**src/design/apr_pkg.sv**
```systemverilog
`timescale 1ns / 1ps
`default_nettype none
// ----------------------------------------------------------------------------
// apr_pkg
// Shared types and constants of the addressed packet receiver.
// ----------------------------------------------------------------------------
package apr_pkg;

    localparam logic [7:0] START_BYTE = 8'h40;
    localparam logic [7:0] END_BYTE   = 8'h0D;

    localparam int unsigned CFG_ADDR_W = 1;
    localparam int unsigned CFG_DATA_W = 8;

    localparam logic [CFG_ADDR_W-1:0] REG_BOARD_ADDR = 1'b0;
    localparam logic [CFG_ADDR_W-1:0] REG_BCAST_ADDR = 1'b1;

    typedef enum logic [2:0] {
        PH_START   = 3'd0,
        PH_ADDRESS = 3'd1,
        PH_COMMAND = 3'd2,
        PH_LENGTH  = 3'd3,
        PH_DATA    = 3'd4,
        PH_CHECK   = 3'd5,
        PH_END     = 3'd6
    } phase_t;

    typedef struct packed {
        logic incoming;
        logic bcast;
        logic board;
        logic line_err;
        logic end_err;
        logic check_err;
        logic complete;
    } flags_t;

    // packed so that the first field lands in the highest bits
    typedef struct packed {
        logic [7:0] data_value;
        logic [7:0] data_index;
        logic       data_valid;
        logic [7:0] data_length;
        logic [7:0] command_byte;
        flags_t     flags;
    } result_t;

    localparam int unsigned RESULT_W = $bits(result_t);

endpackage
`default_nettype wire

```
**src/design/addressed_packet_receiver.sv**
```systemverilog
`timescale 1ns / 1ps
`default_nettype none
// ----------------------------------------------------------------------------
// addressed_packet_receiver
// Deframer for addressed serial packets with xor check and data byte output.
// ----------------------------------------------------------------------------
// Every received byte beat yields exactly one registered result beat, and a
// byte can be taken on every clock while the skid stage is empty, so the rate
// is then one byte per cycle; the parser state registers reach the output
// register through byte compares and muxes. A two-entry output buffer (output
// register plus skid stage) lets input keep flowing for one beat while the
// output side stalls. Packet format: 0x40, address, command, length, data
// bytes, xor of command and data, 0x0D. The address registers may be written
// between packets; a write mid-packet applies from the next address byte.
// ----------------------------------------------------------------------------
module addressed_packet_receiver (
    input  wire logic                             clk,
    input  wire logic                             rst_n,
    input  wire logic                             s_tvalid,
    output logic                                  s_tready,
    input  wire logic [7:0]                       s_tdata,  // rx_byte
    input  wire logic [0:0]                       s_tuser,  // line_error
    output logic                                  m_tvalid,
    input  wire logic                             m_tready,
    // packet_complete, check_error, end_error, low_level_error,
    // for_this_board, is_broadcast, packet_incoming, command_byte[7:0],
    // data_length[7:0], data_valid, data_index[7:0], data_value[7:0]
    output logic [apr_pkg::RESULT_W-1:0]          m_tdata,
    input  wire logic                             cfg_wr_en,
    input  wire logic [apr_pkg::CFG_ADDR_W-1:0]   cfg_addr,
    input  wire logic [apr_pkg::CFG_DATA_W-1:0]   cfg_wdata
);

    logic [7:0]       board_addr_reg;
    logic [7:0]       bcast_addr_reg;
    logic             accept;
    apr_pkg::result_t parse_result;
    apr_pkg::result_t out_result;

    always_ff @(posedge clk or negedge rst_n)
    begin
        if (!rst_n)
        begin
            board_addr_reg <= 8'd1;
            bcast_addr_reg <= 8'd0;
        end
        else if (cfg_wr_en)
        begin
            case (cfg_addr)
                apr_pkg::REG_BOARD_ADDR: board_addr_reg <= cfg_wdata;
                apr_pkg::REG_BCAST_ADDR: bcast_addr_reg <= cfg_wdata;
                default:                 board_addr_reg <= board_addr_reg;
            endcase
        end
    end

    assign accept = s_tvalid && s_tready;

    apr_parser u_parser (
        .clk               (clk),
        .rst_n             (rst_n),
        .accept            (accept),
        .rx_byte           (s_tdata),
        .line_error        (s_tuser[0]),
        .own_address       (board_addr_reg),
        .broadcast_address (bcast_addr_reg),
        .result            (parse_result)
    );

    apr_out_buf u_out_buf (
        .clk       (clk),
        .rst_n     (rst_n),
        .in_valid  (s_tvalid),
        .in_ready  (s_tready),
        .in_data   (parse_result),
        .out_valid (m_tvalid),
        .out_ready (m_tready),
        .out_data  (out_result)
    );

    assign m_tdata = out_result;

endmodule
`default_nettype wire

```
**src/design/apr_parser.sv**
```systemverilog
`timescale 1ns / 1ps
`default_nettype none
// ----------------------------------------------------------------------------
// apr_parser
// Packet phase machine, match flags, xor check and the result of each byte.
// ----------------------------------------------------------------------------
module apr_parser (
    input  wire logic             clk,
    input  wire logic             rst_n,
    input  wire logic             accept,
    input  wire logic [7:0]       rx_byte,
    input  wire logic             line_error,
    input  wire logic [7:0]       own_address,
    input  wire logic [7:0]       broadcast_address,
    output apr_pkg::result_t      result
);

    apr_pkg::phase_t phase_reg, phase_next;
    logic [7:0]      count_reg, count_next;
    logic [7:0]      acc_reg, acc_next;
    logic [7:0]      command_reg, command_next;
    logic [7:0]      length_reg, length_next;
    apr_pkg::flags_t flags_reg, flags_next;

    always_ff @(posedge clk or negedge rst_n)
    begin
        if (!rst_n)
        begin
            phase_reg   <= apr_pkg::PH_START;
            count_reg   <= '0;
            acc_reg     <= '0;
            command_reg <= '0;
            length_reg  <= '0;
            flags_reg   <= '0;
        end
        else if (accept)
        begin
            phase_reg   <= phase_next;
            count_reg   <= count_next;
            acc_reg     <= acc_next;
            command_reg <= command_next;
            length_reg  <= length_next;
            flags_reg   <= flags_next;
        end
    end

    always_comb
    begin
        logic [7:0] count_inc;
        count_inc    = count_reg + 8'd1;
        phase_next   = phase_reg;
        count_next   = count_reg;
        acc_next     = acc_reg;
        command_next = command_reg;
        length_next  = length_reg;
        flags_next   = flags_reg;
        result.data_valid = 1'b0;
        result.data_index = '0;
        result.data_value = '0;

        if (line_error)
        begin
            flags_next.line_err = 1'b1;
        end
        else
        begin
            case (phase_reg)
                apr_pkg::PH_START:
                begin
                    if (rx_byte == apr_pkg::START_BYTE)
                    begin
                        flags_next.incoming = 1'b1;
                        flags_next.complete = 1'b0;
                        count_next          = '0;
                        phase_next          = apr_pkg::PH_ADDRESS;
                    end
                    else
                    begin
                        flags_next.incoming = 1'b0;
                    end
                end
                apr_pkg::PH_ADDRESS:
                begin
                    // board match wins when both addresses are equal
                    flags_next.board = (rx_byte == own_address);
                    flags_next.bcast = (rx_byte != own_address) &&
                                       (rx_byte == broadcast_address);
                    phase_next       = apr_pkg::PH_COMMAND;
                end
                apr_pkg::PH_COMMAND:
                begin
                    command_next = rx_byte;
                    if (flags_reg.board)
                    begin
                        acc_next = rx_byte;
                    end
                    phase_next = apr_pkg::PH_LENGTH;
                end
                apr_pkg::PH_LENGTH:
                begin
                    length_next = rx_byte;
                    phase_next  = (rx_byte == 8'd0) ? apr_pkg::PH_CHECK
                                                    : apr_pkg::PH_DATA;
                end
                apr_pkg::PH_DATA:
                begin
                    if (flags_reg.board)
                    begin
                        result.data_valid = 1'b1;
                        result.data_index = count_reg;
                        result.data_value = rx_byte;
                        acc_next          = acc_reg ^ rx_byte;
                    end
                    count_next = count_inc;
                    if (count_inc >= length_reg)
                    begin
                        phase_next = apr_pkg::PH_CHECK;
                    end
                end
                apr_pkg::PH_CHECK:
                begin
                    if (flags_reg.board)
                    begin
                        flags_next.check_err = (acc_reg != rx_byte);
                    end
                    phase_next = apr_pkg::PH_END;
                end
                apr_pkg::PH_END:
                begin
                    flags_next.end_err  = (rx_byte != apr_pkg::END_BYTE);
                    flags_next.complete = 1'b1;
                    phase_next          = apr_pkg::PH_START;
                end
                default:
                begin
                    phase_next = apr_pkg::PH_START;
                end
            endcase
        end

        result.flags        = flags_next;
        result.command_byte = command_next;
        result.data_length  = length_next;
    end

`ifndef ASSERT_OFF
    a_match_exclusive: assert property (@(posedge clk) disable iff (!rst_n)
        !(flags_reg.board && flags_reg.bcast))
        else $error("board and broadcast match both set");

    a_line_error_holds_phase: assert property (@(posedge clk) disable iff (!rst_n)
        accept && line_error |=> $stable(phase_reg) && $stable(count_reg))
        else $error("line error changed parser state");

    a_data_only_for_board: assert property (@(posedge clk) disable iff (!rst_n)
        result.data_valid |-> phase_reg == apr_pkg::PH_DATA && flags_reg.board
                              && !line_error)
        else $error("data byte emitted outside a board packet");
`endif

endmodule
`default_nettype wire

```
**src/design/apr_out_buf.sv**
```systemverilog
`timescale 1ns / 1ps
`default_nettype none
// ----------------------------------------------------------------------------
// apr_out_buf
// Output register with a skid stage, decouples input ready from output ready.
// ----------------------------------------------------------------------------
module apr_out_buf (
    input  wire logic            clk,
    input  wire logic            rst_n,
    input  wire logic            in_valid,
    output logic                 in_ready,
    input  wire apr_pkg::result_t in_data,
    output logic                 out_valid,
    input  wire logic            out_ready,
    output apr_pkg::result_t     out_data
);

    apr_pkg::result_t out_reg, out_next;
    apr_pkg::result_t skid_reg, skid_next;
    logic             out_valid_reg, out_valid_next;
    logic             skid_valid_reg, skid_valid_next;
    logic             push;
    logic             pop;

    assign in_ready  = !skid_valid_reg;
    assign out_valid = out_valid_reg;
    assign out_data  = out_reg;
    assign push      = in_valid && in_ready;
    assign pop       = out_valid_reg && out_ready;

    always_comb
    begin
        out_next        = out_reg;
        skid_next       = skid_reg;
        out_valid_next  = out_valid_reg;
        skid_valid_next = skid_valid_reg;
        if (!out_valid_reg || pop)
        begin
            // skid full means no push this cycle
            if (skid_valid_reg)
            begin
                out_next        = skid_reg;
                out_valid_next  = 1'b1;
                skid_valid_next = 1'b0;
            end
            else
            begin
                out_next       = in_data;
                out_valid_next = push;
            end
        end
        else if (push)
        begin
            skid_next       = in_data;
            skid_valid_next = 1'b1;
        end
    end

    always_ff @(posedge clk or negedge rst_n)
    begin
        if (!rst_n)
        begin
            out_valid_reg  <= 1'b0;
            skid_valid_reg <= 1'b0;
        end
        else
        begin
            out_valid_reg  <= out_valid_next;
            skid_valid_reg <= skid_valid_next;
        end
    end

    always_ff @(posedge clk)
    begin
        out_reg  <= out_next;
        skid_reg <= skid_next;
    end

`ifndef ASSERT_OFF
    a_skid_behind_out: assert property (@(posedge clk) disable iff (!rst_n)
        skid_valid_reg |-> out_valid_reg)
        else $error("skid stage holds a beat while the output is empty");
`endif

endmodule
`default_nettype wire

```
**config.mk**
```make
export PLATFORM = sky130hd
export DESIGN_NAME = addressed_packet_receiver
export DESIGN_NICKNAME = d
export VERILOG_FILES = /design/src/design/apr_pkg.sv /design/src/design/addressed_packet_receiver.sv /design/src/design/apr_parser.sv /design/src/design/apr_out_buf.sv
export SDC_FILE = /design/constraint.sdc
export NUM_CORES = 1
export LEC_CHECK = 0
export BUFFER_PORTS_ARGS = -buffer_cell sky130_fd_sc_hd__buf_2
export CAP_MARGIN = 20
export CORE_MARGIN = 3
export CORE_UTILIZATION = 54
export DETAILED_ROUTE_END_ITERATION = 7
export HOLD_SLACK_MARGIN = 0.12
export PLACE_DENSITY = 0.77
export SYNTH_ARGS = -nofsm -noshare
export SYNTH_HDL_FRONTEND = slang
export SYNTH_SLANG_ARGS = --single-unit
```
**constraint.sdc**
```tcl
create_clock -name clk -period 4.87 [get_ports clk]
set_clock_uncertainty 0.2 [all_clocks]
set_input_delay 0.974 -clock clk [delete_from_list [all_inputs] [get_ports clk]]
set_output_delay 0.974 -clock clk [all_outputs]
set_load 0.005 [all_outputs]
```
### After elaboration in Yosys (flattened, before gate mapping)

Cells that the tools add are included.

* equal/unequal tests: 16
* multiply operators: 0
* div/mod/pow operators: 0
* multiplexer cells: 31
* bitwise logic cells: 4
* $lt $le $gt $ge: 1
* shifts and indexed selects: 0
* reduce and logical (&&, ||, !) cells: 17
* add/subtract/negate cells: 1

Operator list (count)
* 8-bit two-way mux: 7
* 17-bit two-way mux: 3
* 40-bit two-way mux: 1
* 8-bit case mux with 2 select lines: 2
* 3-bit case mux with 6 select lines: 1
* 8-bit == test: 2
* 8-bit != test: 2
* 3-bit two-way mux: 4
* 1-bit two-way mux: 11
* 3-bit == test (second input constant): 3
* 8-bit by 1-bit adder with 8-bit output (second input constant): 1
* 8-bit by 7-bit == test with 1-bit output (second input constant): 1
* 8-bit greater-or-equal comparator: 1
* 8-bit zero test: 1
* 2-bit by 1-bit != test with 1-bit output (second input constant): 4
* 8-bit by 4-bit != test with 1-bit output (second input constant): 1
* 4-bit AND reduction: 2
* 8-bit XOR: 1
* 3-bit by 2-bit == test with 1-bit output (second input constant): 2
* 2-bit AND reduction: 3
* 2-bit nonzero test: 3
* 5-bit AND reduction: 1
* 3-bit by 1-bit == test with 1-bit output (second input constant): 1
* 1-bit logical AND: 3
* other kinds (6): 9

* memory bits (read-only): 0
* output and inout bits: 42
* register bits after elaboration: 140
* word-level logic and storage cells: 110
* input port bits: 23
* memories: 0
* bits in writable memories: 0
* latch bits: 0

### Logic depth before layout (Yosys ltp)

Gate-level depths: netlist (run 1).

* depth in word-level cells: 5
* gate-level depth with buffers: 9
* depth with buffers taken out: 9

### Modules after synthesis

Synthesis (run 1) repeated with hierarchy kept, for this count alone.

* cell total of the unflattened synthesis: 468
* area total of the unflattened synthesis: 6665.1 um^2

Modules (own cells, without submodules)
* apr_out_buf: instances 1, seq. area each 2452.4 um^2, area an instance 3156.8 um^2, cells each 133
* apr_parser: instances 1, seq. area each 1051.0 um^2, area an instance 2886.5 um^2, cells each 299
* addressed_packet_receiver: instances 1, seq. area each 401.6 um^2, area an instance 621.8 um^2, cells each 36

### Least setup slack after synthesis (run 1)

No wires, ideal clock.

* path type: input -> register
* start: in m_tready
* end: reg u_out_buf.skid_reg[0] in the netlist's numbering, enable pin
* stages: 2
* path slack: 415 ps
* setup time: 438 ps
* buffers on the path: 0
* required time: 4232 ps
* data arrival time: 3817 ps
* cells stage by stage: nand2b_1 > nor2_1

* longest elaborated chain between the ends: 4

Ends and longest elaborated chain
* from (decl): line addressed_packet_receiver.sv:24 `input wire logic m_tready,`
* 1-bit logical AND: line apr_out_buf.sv:29 `assign pop = out_valid_reg && out_ready;`
* 1-bit logical OR: line apr_out_buf.sv:37 `if (!out_valid_reg || pop)`
* 1-bit NOT (no line)
* 2-bit AND reduction (no line)
* to (signal assigned): line apr_out_buf.sv:76 `skid_reg <= skid_next;`
* to (decl): line apr_out_buf.sv:19 `apr_pkg::result_t skid_reg, skid_next;`

No other way between the ends.
A chain may end at the register's enable or synchronous reset.

### Final worst setup path (run 1)

* start: reg u_out_buf.skid_valid_reg
* end: out s_tready

* longest elaborated chain between the ends: 1

Ends and longest elaborated chain
* from (decl): line apr_out_buf.sv:21 `logic skid_valid_reg, skid_valid_next;`
* from (signal assigned): line apr_out_buf.sv:69 `skid_valid_reg <= skid_valid_next;`
* 1-bit zero test: line apr_out_buf.sv:25 `assign in_ready = !skid_valid_reg;`
* to (decl): line addressed_packet_receiver.sv:20 `output logic s_tready,`

No other way between the ends.

==> metrics.csv, run 1 <==
stage,metric,value,unit
critical_path,rr_startpoint,u_parser.phase_reg[2]$_DFFE_PN0P_,
routing,dr.pass1.iters,4,
critical_path,crit_slowest_cell,dfrtp_1,
layout,n_antenna_cell,0,
logic_synthesis,synth.distinct_cells,46,
cts,clk_latency,0.42,ns
run,maxCapViolCount,0,
timing,final_hold_viol_count,0,
critical_path,path_max_fanout,16,
layout,fin_nets,573,
routing,drt-initial-drc-count,210,
timing,fin_ws,2.199,ns
die,num_rows,39,
timing,fin_crit_sh,54.84,%
logic_synthesis,synth_compound_area_share,7.022,%
routing,drt-total-wl,12740,um
routing,routedWlPerCell,18.31,um
layout,regArea,3905,sq um
routing,via_per_inst,5.761,
die,fp.coreArea,11470,sq um
place,gp_congestion,0.8446,
routing,drc,0,
place,hpwl,8299,um
critical_path,reg2reg_depth,4,
cts,postCtsHoldBufs,0,
die,pin_count,65,
global_routing,grt_pass1_vias,4176,
die,start_util,55.62,%
layout,fillers,809,
logic_synthesis,yosys-top-cells-area,"edfxtp_1 38%, dfrtp_1 23%, mux2_2 11%",
logic_synthesis,yosysTopAreaCell,edfxtp_1,
timing,fin_crit,2.671,ns
power_and_ir_drop,p_leak,3.173,nW
timing,tightest_slew,0.7665,ns
critical_path,critPathMaxStageDelay,0.51,ns
hold_path,hold_depth,1,
global_routing,grtUsageMet3,5.550,%
layout,multi_input_area,2290,sq um
critical_path,r2r_end,u_out_buf.out_data[28]$_DFFE_PN_,
place,dp_slack,1.824,ns
critical_path,critPathKind,reg -> out,
global_routing,grt_pass1_wl,21220,um
cts,cts_buffers,17,
global_routing,grt_max_degree,43,
logic_synthesis,seq_area_frac_synth,61.22,%
hold_path,hp-start,u_parser.flags_reg[3]$_DFFE_PN0P_,
cts,cts_tree,built,
logic_synthesis,synth_top_family_by_area,multiplexers,
critical_path,r2r_slack,2.32,ns
logic_synthesis,synth-simple-area-share,9.827,%
logic_synthesis,synthAdderAreaFrac,1.765,%
critical_path,cp.arrival,1.50,ns
logic_synthesis,async_flop_share,42.86,%
die,die_y,114.7,um
critical_path,cp-end-kind,primary output,
global_routing,use_met2,34.26,%
critical_path,critical_path.startpoint,u_out_buf.skid_valid_reg$_DFFE_PN0P_,
logic_synthesis,ys_warn_count,0,
global_routing,grt-busiest-layer,met2,
cts,cts_setup_buffers,0,
cts,root_buffer,clkbuf_16,
global_routing,gr-usage-met1,26.65,%
routing,ant_nets,0,
global_routing,globalRouteTotalUtil,21.04,%
logic_synthesis,syn-num-nets,512,
die,die-area,13150,sq um
status,outcome,"complete, no violations",
hold_path,hold_end,u_parser.flags_reg[3]$_DFFE_PN0P_,
cts,clockBufferDepth,2,
cts,path_clk_slew,0.06,ns
timing,slew-limit-headroom,48.84,%
power_and_ir_drop,ir_drop,0.2475,mV
layout,final_area,7413,sq um
place,io_buffers,64,
routing,vias,4010,
power_and_ir_drop,power_density,409.8,nW/um^2
logic_synthesis,synth_xor_area_share,4.257,%
place,dpl_cell_area,6812,sq um
hold_path,hold_path.class,reg -> reg,
layout,syn_to_final_growth,16.22,%
logic_synthesis,yosysTopAreaCellShare,37.66,%
logic_synthesis,synth-edff-count,80,
timing,max_freq,374.5,MHz
logic_synthesis,syn_inst,480,
global_routing,antenna_found_initial,0,
cts,htreeDepth,4,
critical_path,cp-start-kind,register,
timing,rsz0062_at_grt,false,
layout,drive_above_1_share,32.01,%
cts,cts.repair.resized,0,
timing,finalSetupViolCount,0,
logic_synthesis,ys_ff_latch,140,
global_routing,overflow,0,
critical_path,required,3.70,ns
die,die_w,114.7,um
logic_synthesis,syn_area,6379,sq um
timing,drv_slew,0,
logic_synthesis,synth.area.mux_share,12.87,%
logic_synthesis,dominantRegCellSynth,edfxtp_1,
cts,clkSinkCount,140,
logic_synthesis,avgSynthCellArea,13.29,sq um
critical_path,path_cells,inv_1 -> buf_4 -> buf_2,
timing,fin_setup_tns,0,ns
## layer usage
metal  up-vias  wire length (um)
li1       1870                 -
met1      1996              5308
met2       120              6414
met3        24               744
met4         0               276
met5         -                 0
## kinds of logic after synthesis
kind of cell	count (synthesis)
compound gates	71
fa+ha+maj	9
xor+xnor	31
simple gates	114
buf+inv	42
flops	140
mux	73
## cell usage in the layout (no fill, tap or decap), drive strengths merged, types with 2 or more instances in the layout
cell type and instances:
a21oi 14, a22o 5, a311oi 8, a31oi 3, and2 17, and3 8
buf 70, bufinv 4, clkbuf 18, clkinv 5, clkinvlp 2, dfrtp 59
edfxtp 80, ha 9, inv 16, mux2 72, nand2 35, nand2b 2
nand3 6, nand4 4, nor2 21, nor2b 6, nor3b 2, nor4 6
o211ai 3, o21a 2, o21ai 27, o31ai 4, xnor2 11, xor2 20
## worst max-delay path: cells and delay by family, from the launching register on
| family | cells | cell delay, ns |
|---|---|---|
| buffers and inverters | 3 | 0.56 |
| flip-flops | 1 | 0.51 |
## report_power, final
group | internal (mW) | leakage, nW | switching [mW]
registers | 1.37 | 1.57 | 0.0409
logic | 0.139 | 1.31 | 0.166
clock network | 0.848 | 0.287 | 0.472
## through the flow
stage / util (%) / power (mW) / cells / hold WS [ns]
after floorplan: - / 1.622 / 480 / 0.2198
after global placement: 59.16 / 1.721 / 664 / 0.2367
after detailed placement: 59.40 / 1.741 / 665 / 0.2397
after CTS: 64.65 / 3.060 / 696 / 0.2530
after global routing: 64.65 / 3.156 / 696 / 0.2870
final: 64.65 / 3.038 / 696 / 0.2495
## cells in the mapped netlist (9+ instances only)
library cell / count
and2_1: 9
ha_1: 9
xor2_1: 20
xnor2_1: 11
mux2_2: 64
inv_1: 14
nor2_1: 21
a21oi_1: 14
buf_2: 17
dfrtp_1: 59
o21ai_0: 27
edfxtp_1: 80
nand2_1: 35
## worst max path at each step
| stage | to | slack, ns |
|---|---|---|
| 2_1_floorplan | u_out_buf.skid_reg[0]$_DFFE_PP_ | 0.42 |
| 3_3_place_gp | u_out_buf.out_data[13]$_DFFE_PN_ | 1.90 |
| 3_5_place_dp | u_out_buf.out_data[14]$_DFFE_PN_ | 1.82 |
| 4_1_cts | s_tready | 2.20 |
| 5_1_grt | u_parser.phase_reg[0]$_DFFE_PN0P_ | 2.09 |
| 6_report | s_tready | 2.20 |
## cell type report
class,instances,share of cell area (%)
flip-flops and latches,140,52.68
clock inverters,13,2.329
well taps,143,2.414
repair buffers,70,5.198
inverters,14,0.7089
clock buffers,18,5.789
multi-input cells,298,30.89
Note: power is estimated with default switching activity, not from simulation.
==> inputs of run 2 (changes only) <==
ABC_AREA = 1   (was not set)
CORE_UTILIZATION = 53   (was 54)
PLACE_DENSITY = 0.79   (was 0.77)
clock period = 2.15 ns   (was 4.87 ns; I/O delays follow)
==> run 2 against run 1 <==
The run now ends with setup timing left; sequential share of layout area shrank 3.6 points; clock power grew 130%; total power grew to 3.0 times the previous value; hold slack lost 0.040 ns; synthesized cell count grew 44%; global-route usage grew 0.95 points; first-iteration DRC count grew 75%; setup slack lost 2.4 ns; die area grew 5.0%; via count grew 23%; critical path depth grew 9; register-to-register slack lost 2.5 ns; critical endpoint is now u_parser.phase_reg[0]$_DFFE_PN0P_.
==> metrics.csv, run 2 <==
stage,metric,value,unit
status,outcome,"finished, violations left",
status,violations,setup timing,
timing,max_freq,434.1,MHz
timing,final_hold_viol_count,0,
global_routing,antenna_found_initial,0,
timing,fin_crit,2.304,ns
power_and_ir_drop,swShare,31.26,%
critical_path,critPathKind,reg -> reg,
logic_synthesis,synth.area.mux_share,0,%
logic_synthesis,yosys-top-cells-area,"edfxtp_1 36%, dfrtp_1 22%, nand2_1 13%",
logic_synthesis,syn_area,6591,sq um
logic_synthesis,synth.distinct_cells,40,
place,hpwl,9690,um
logic_synthesis,yosysTopAreaCell,edfxtp_1,
power_and_ir_drop,p_comb_share,25.3,%
global_routing,globalRouteTotalUtil,21.99,%
power_and_ir_drop,p_leak,3.746,nW
logic_synthesis,synth-simple-area-share,20.06,%
logic_synthesis,synth_most_common_cell,nand2_1,
timing,tightest_slew,0.5434,ns
layout,fin_nets,815,
logic_synthesis,avgSynthCellArea,9.511,sq um
die,num_rows,40,
logic_synthesis,synth-edff-count,80,
layout,final_common_cell,nand2_1,
cts,htreeDepth,4,
critical_path,cp.arrival,2.47,ns
power_and_ir_drop,power,9.188,mW
critical_path,cp-end-kind,register,
die,die-area,13810,sq um
power_and_ir_drop,p_sw,2.872,mW
place,gp_congestion,0.8351,
cts,root_buffer,clkbuf_16,
routing,vias,4929,
layout,n_antenna_cell,0,
layout,final_area,7953,sq um
place,io_buffers,64,
die,start_util,54.65,%
logic_synthesis,async_flop_share,42.86,%
global_routing,grt_pass1_vias,4959,
power_and_ir_drop,seq_power_share,41.3,%
power_and_ir_drop,power_density,1155,nW/um^2
logic_synthesis,synth_top_family_by_area,simple AND/OR/NAND/NOR gates,
timing,hold_ws,0.2098,ns
logic_synthesis,synthTopCellsByCount,"227 x nand2_1, 82 x inv_1, 80 x edfxtp_1",
layout,syn_to_final_growth,20.65,%
cts,clk_latency,0.43,ns
power_and_ir_drop,ir_drop,0.7057,mV
timing,fin_ws,-0.1539,ns
logic_synthesis,synth_compound_area_share,9.017,%
routing,via_per_inst,5.113,
routing,drc,0,
timing,fin_crit_sh,107.2,%
cts,clkSinkCount,140,
critical_path,path_max_fanout,4,
routing,drt-total-wl,14130,um
timing,slew-limit-headroom,63.77,%
logic_synthesis,ys_ff_latch,140,
routing,ant_nets,0,
run,maxCapViolCount,0,
logic_synthesis,synthAdderAreaFrac,1.708,%
critical_path,cp-start-kind,register,
cts,path_clk_slew,0.06,ns
logic_synthesis,yosysTopAreaCellShare,36.45,%
logic_synthesis,synth_xor_area_share,2.923,%
logic_synthesis,ys_warn_count,0,
global_routing,overflow,0,
die,fp.coreArea,12060,sq um
routing,routedWlPerCell,14.66,um
timing,finalSetupViolCount,3,
hold_path,hold_path.class,in -> reg,
place,dpl_cell_area,7201,sq um
logic_synthesis,syn-num-nets,725,
layout,drive_above_1_share,20.73,%
layout,final_cell_mix,"226 x nand2_1, 82 x inv_1, 80 x edfxtp_1",
routing,drt-initial-drc-count,368,
global_routing,grt_pass1_wl,23850,um
routing,dr.pass1.iters,5,
global_routing,grt_max_degree,61,
die,die_y,117.5,um
logic_synthesis,dominantRegCellSynth,edfxtp_1,
cts,clockBufferDepth,2,
logic_synthesis,seq_area_frac_synth,59.24,%
timing,rsz0062_at_grt,true,
power_and_ir_drop,p_int,6.316,mW
die,pin_count,65,
timing,fin_setup_tns,-0.4426,ns
power_and_ir_drop,pwr-share-clk,33.4,%
critical_path,required,2.32,ns
cts,cts_tree,built,
die,die_w,117.5,um
cts,cts_buffers,17,
timing,drv_slew,0,
logic_synthesis,syn_inst,693,
## run 2: worst paths after layout
path,start,end,slack [ns],cells past startpoint
hold / removal,s_tuser,u_out_buf.skid_reg[23]$_DFFE_PP_,0.21,2
min in group asynchronous,rst_n,u_parser.acc_reg[7]$_DFFE_PN0P_,0.34,3
setup / recovery,u_parser.count_reg[0]$_DFFE_PN0P_,u_parser.phase_reg[0]$_DFFE_PN0P_,-0.15,12
hold reg to reg,u_parser.flags_reg[3]$_DFFE_PN0P_,u_parser.flags_reg[3]$_DFFE_PN0P_,0.29,2
max in group asynchronous,rst_n,board_addr_reg[0]$_DFFE_PN1P_,1.10,3
setup reg to reg,u_parser.count_reg[0]$_DFFE_PN0P_,u_parser.phase_reg[0]$_DFFE_PN0P_,-0.15,12
## run 2: metrics by stage
stage                     std cells  utilization, %  worst slack [ns]
final                           964           65.93           -0.1539
after floorplan                 693               -          0.008940
after global routing            964           65.93           -0.3691
after detailed placement        920           59.70           -0.1565
after CTS                       964           65.92           -0.1164
after global placement          920           59.70          -0.05089
## run 2: area by class of cell
cell class              count  area (sq um)
clock buffers              17         425.4
clock inverters            15         197.7
fillers                   927          4109
inverters                  90         340.3
multi-input cells         437          2255
flip-flops and latches    140          3906
well taps                 168         210.2
repair buffers             97         618.1
## run 2: kinds of logic after synthesis
family / after synthesis
xor gates and xnor gates: 22
adders and majority gates: 9
DFF: 140
and+or+nand+nor: 306
AOI/OAI and AO/OA: 100
buffers and inverters: 116
## run 2: routing by layer
layer,part of all wire (%),global-route usage (%),vias to the layer above
met5,0,0,-
met4,2.7,8.571,0
met3,5.2,6.439,42
met2,49,36.71,156
met1,43,27.17,2313
li1,-,-,2418
## run 2: repair_timing
item	CTS	global route
setup endpoints to repair	3	3
pin swaps	5	2
setup buffers	2	0
hold buffers	10	0
endpoints found under the hold margin	77	0
resized for setup	3	1
## run 2: power groups by stage
stage | clock [mW] | combinational (mW) | sequential, mW
4_1_cts | 3.11 | 2.34 | 3.79
3_5_place_dp | 0 | 2.28 | 3.83
3_3_place_gp | 0 | 2.17 | 3.80
2_1_floorplan | 0 | 1.58 | 3.79
5_1_grt | 3.24 | 2.68 | 3.85
6_report | 3.07 | 2.32 | 3.80
## run 2: critical path: stages, from the launching register on
cell and delay, ns:
dfrtp_1 0.39, ha_2 0.21, nand3_2 0.10, nor3_2 0.13, xor2_1 0.23, ha_1 0.26
nand2_1 0.08, a21oi_1 0.04, nor2_1 0.10, nand4_1 0.20, nand2_1 0.17, nand2_1 0.06
nand2_1 0.07
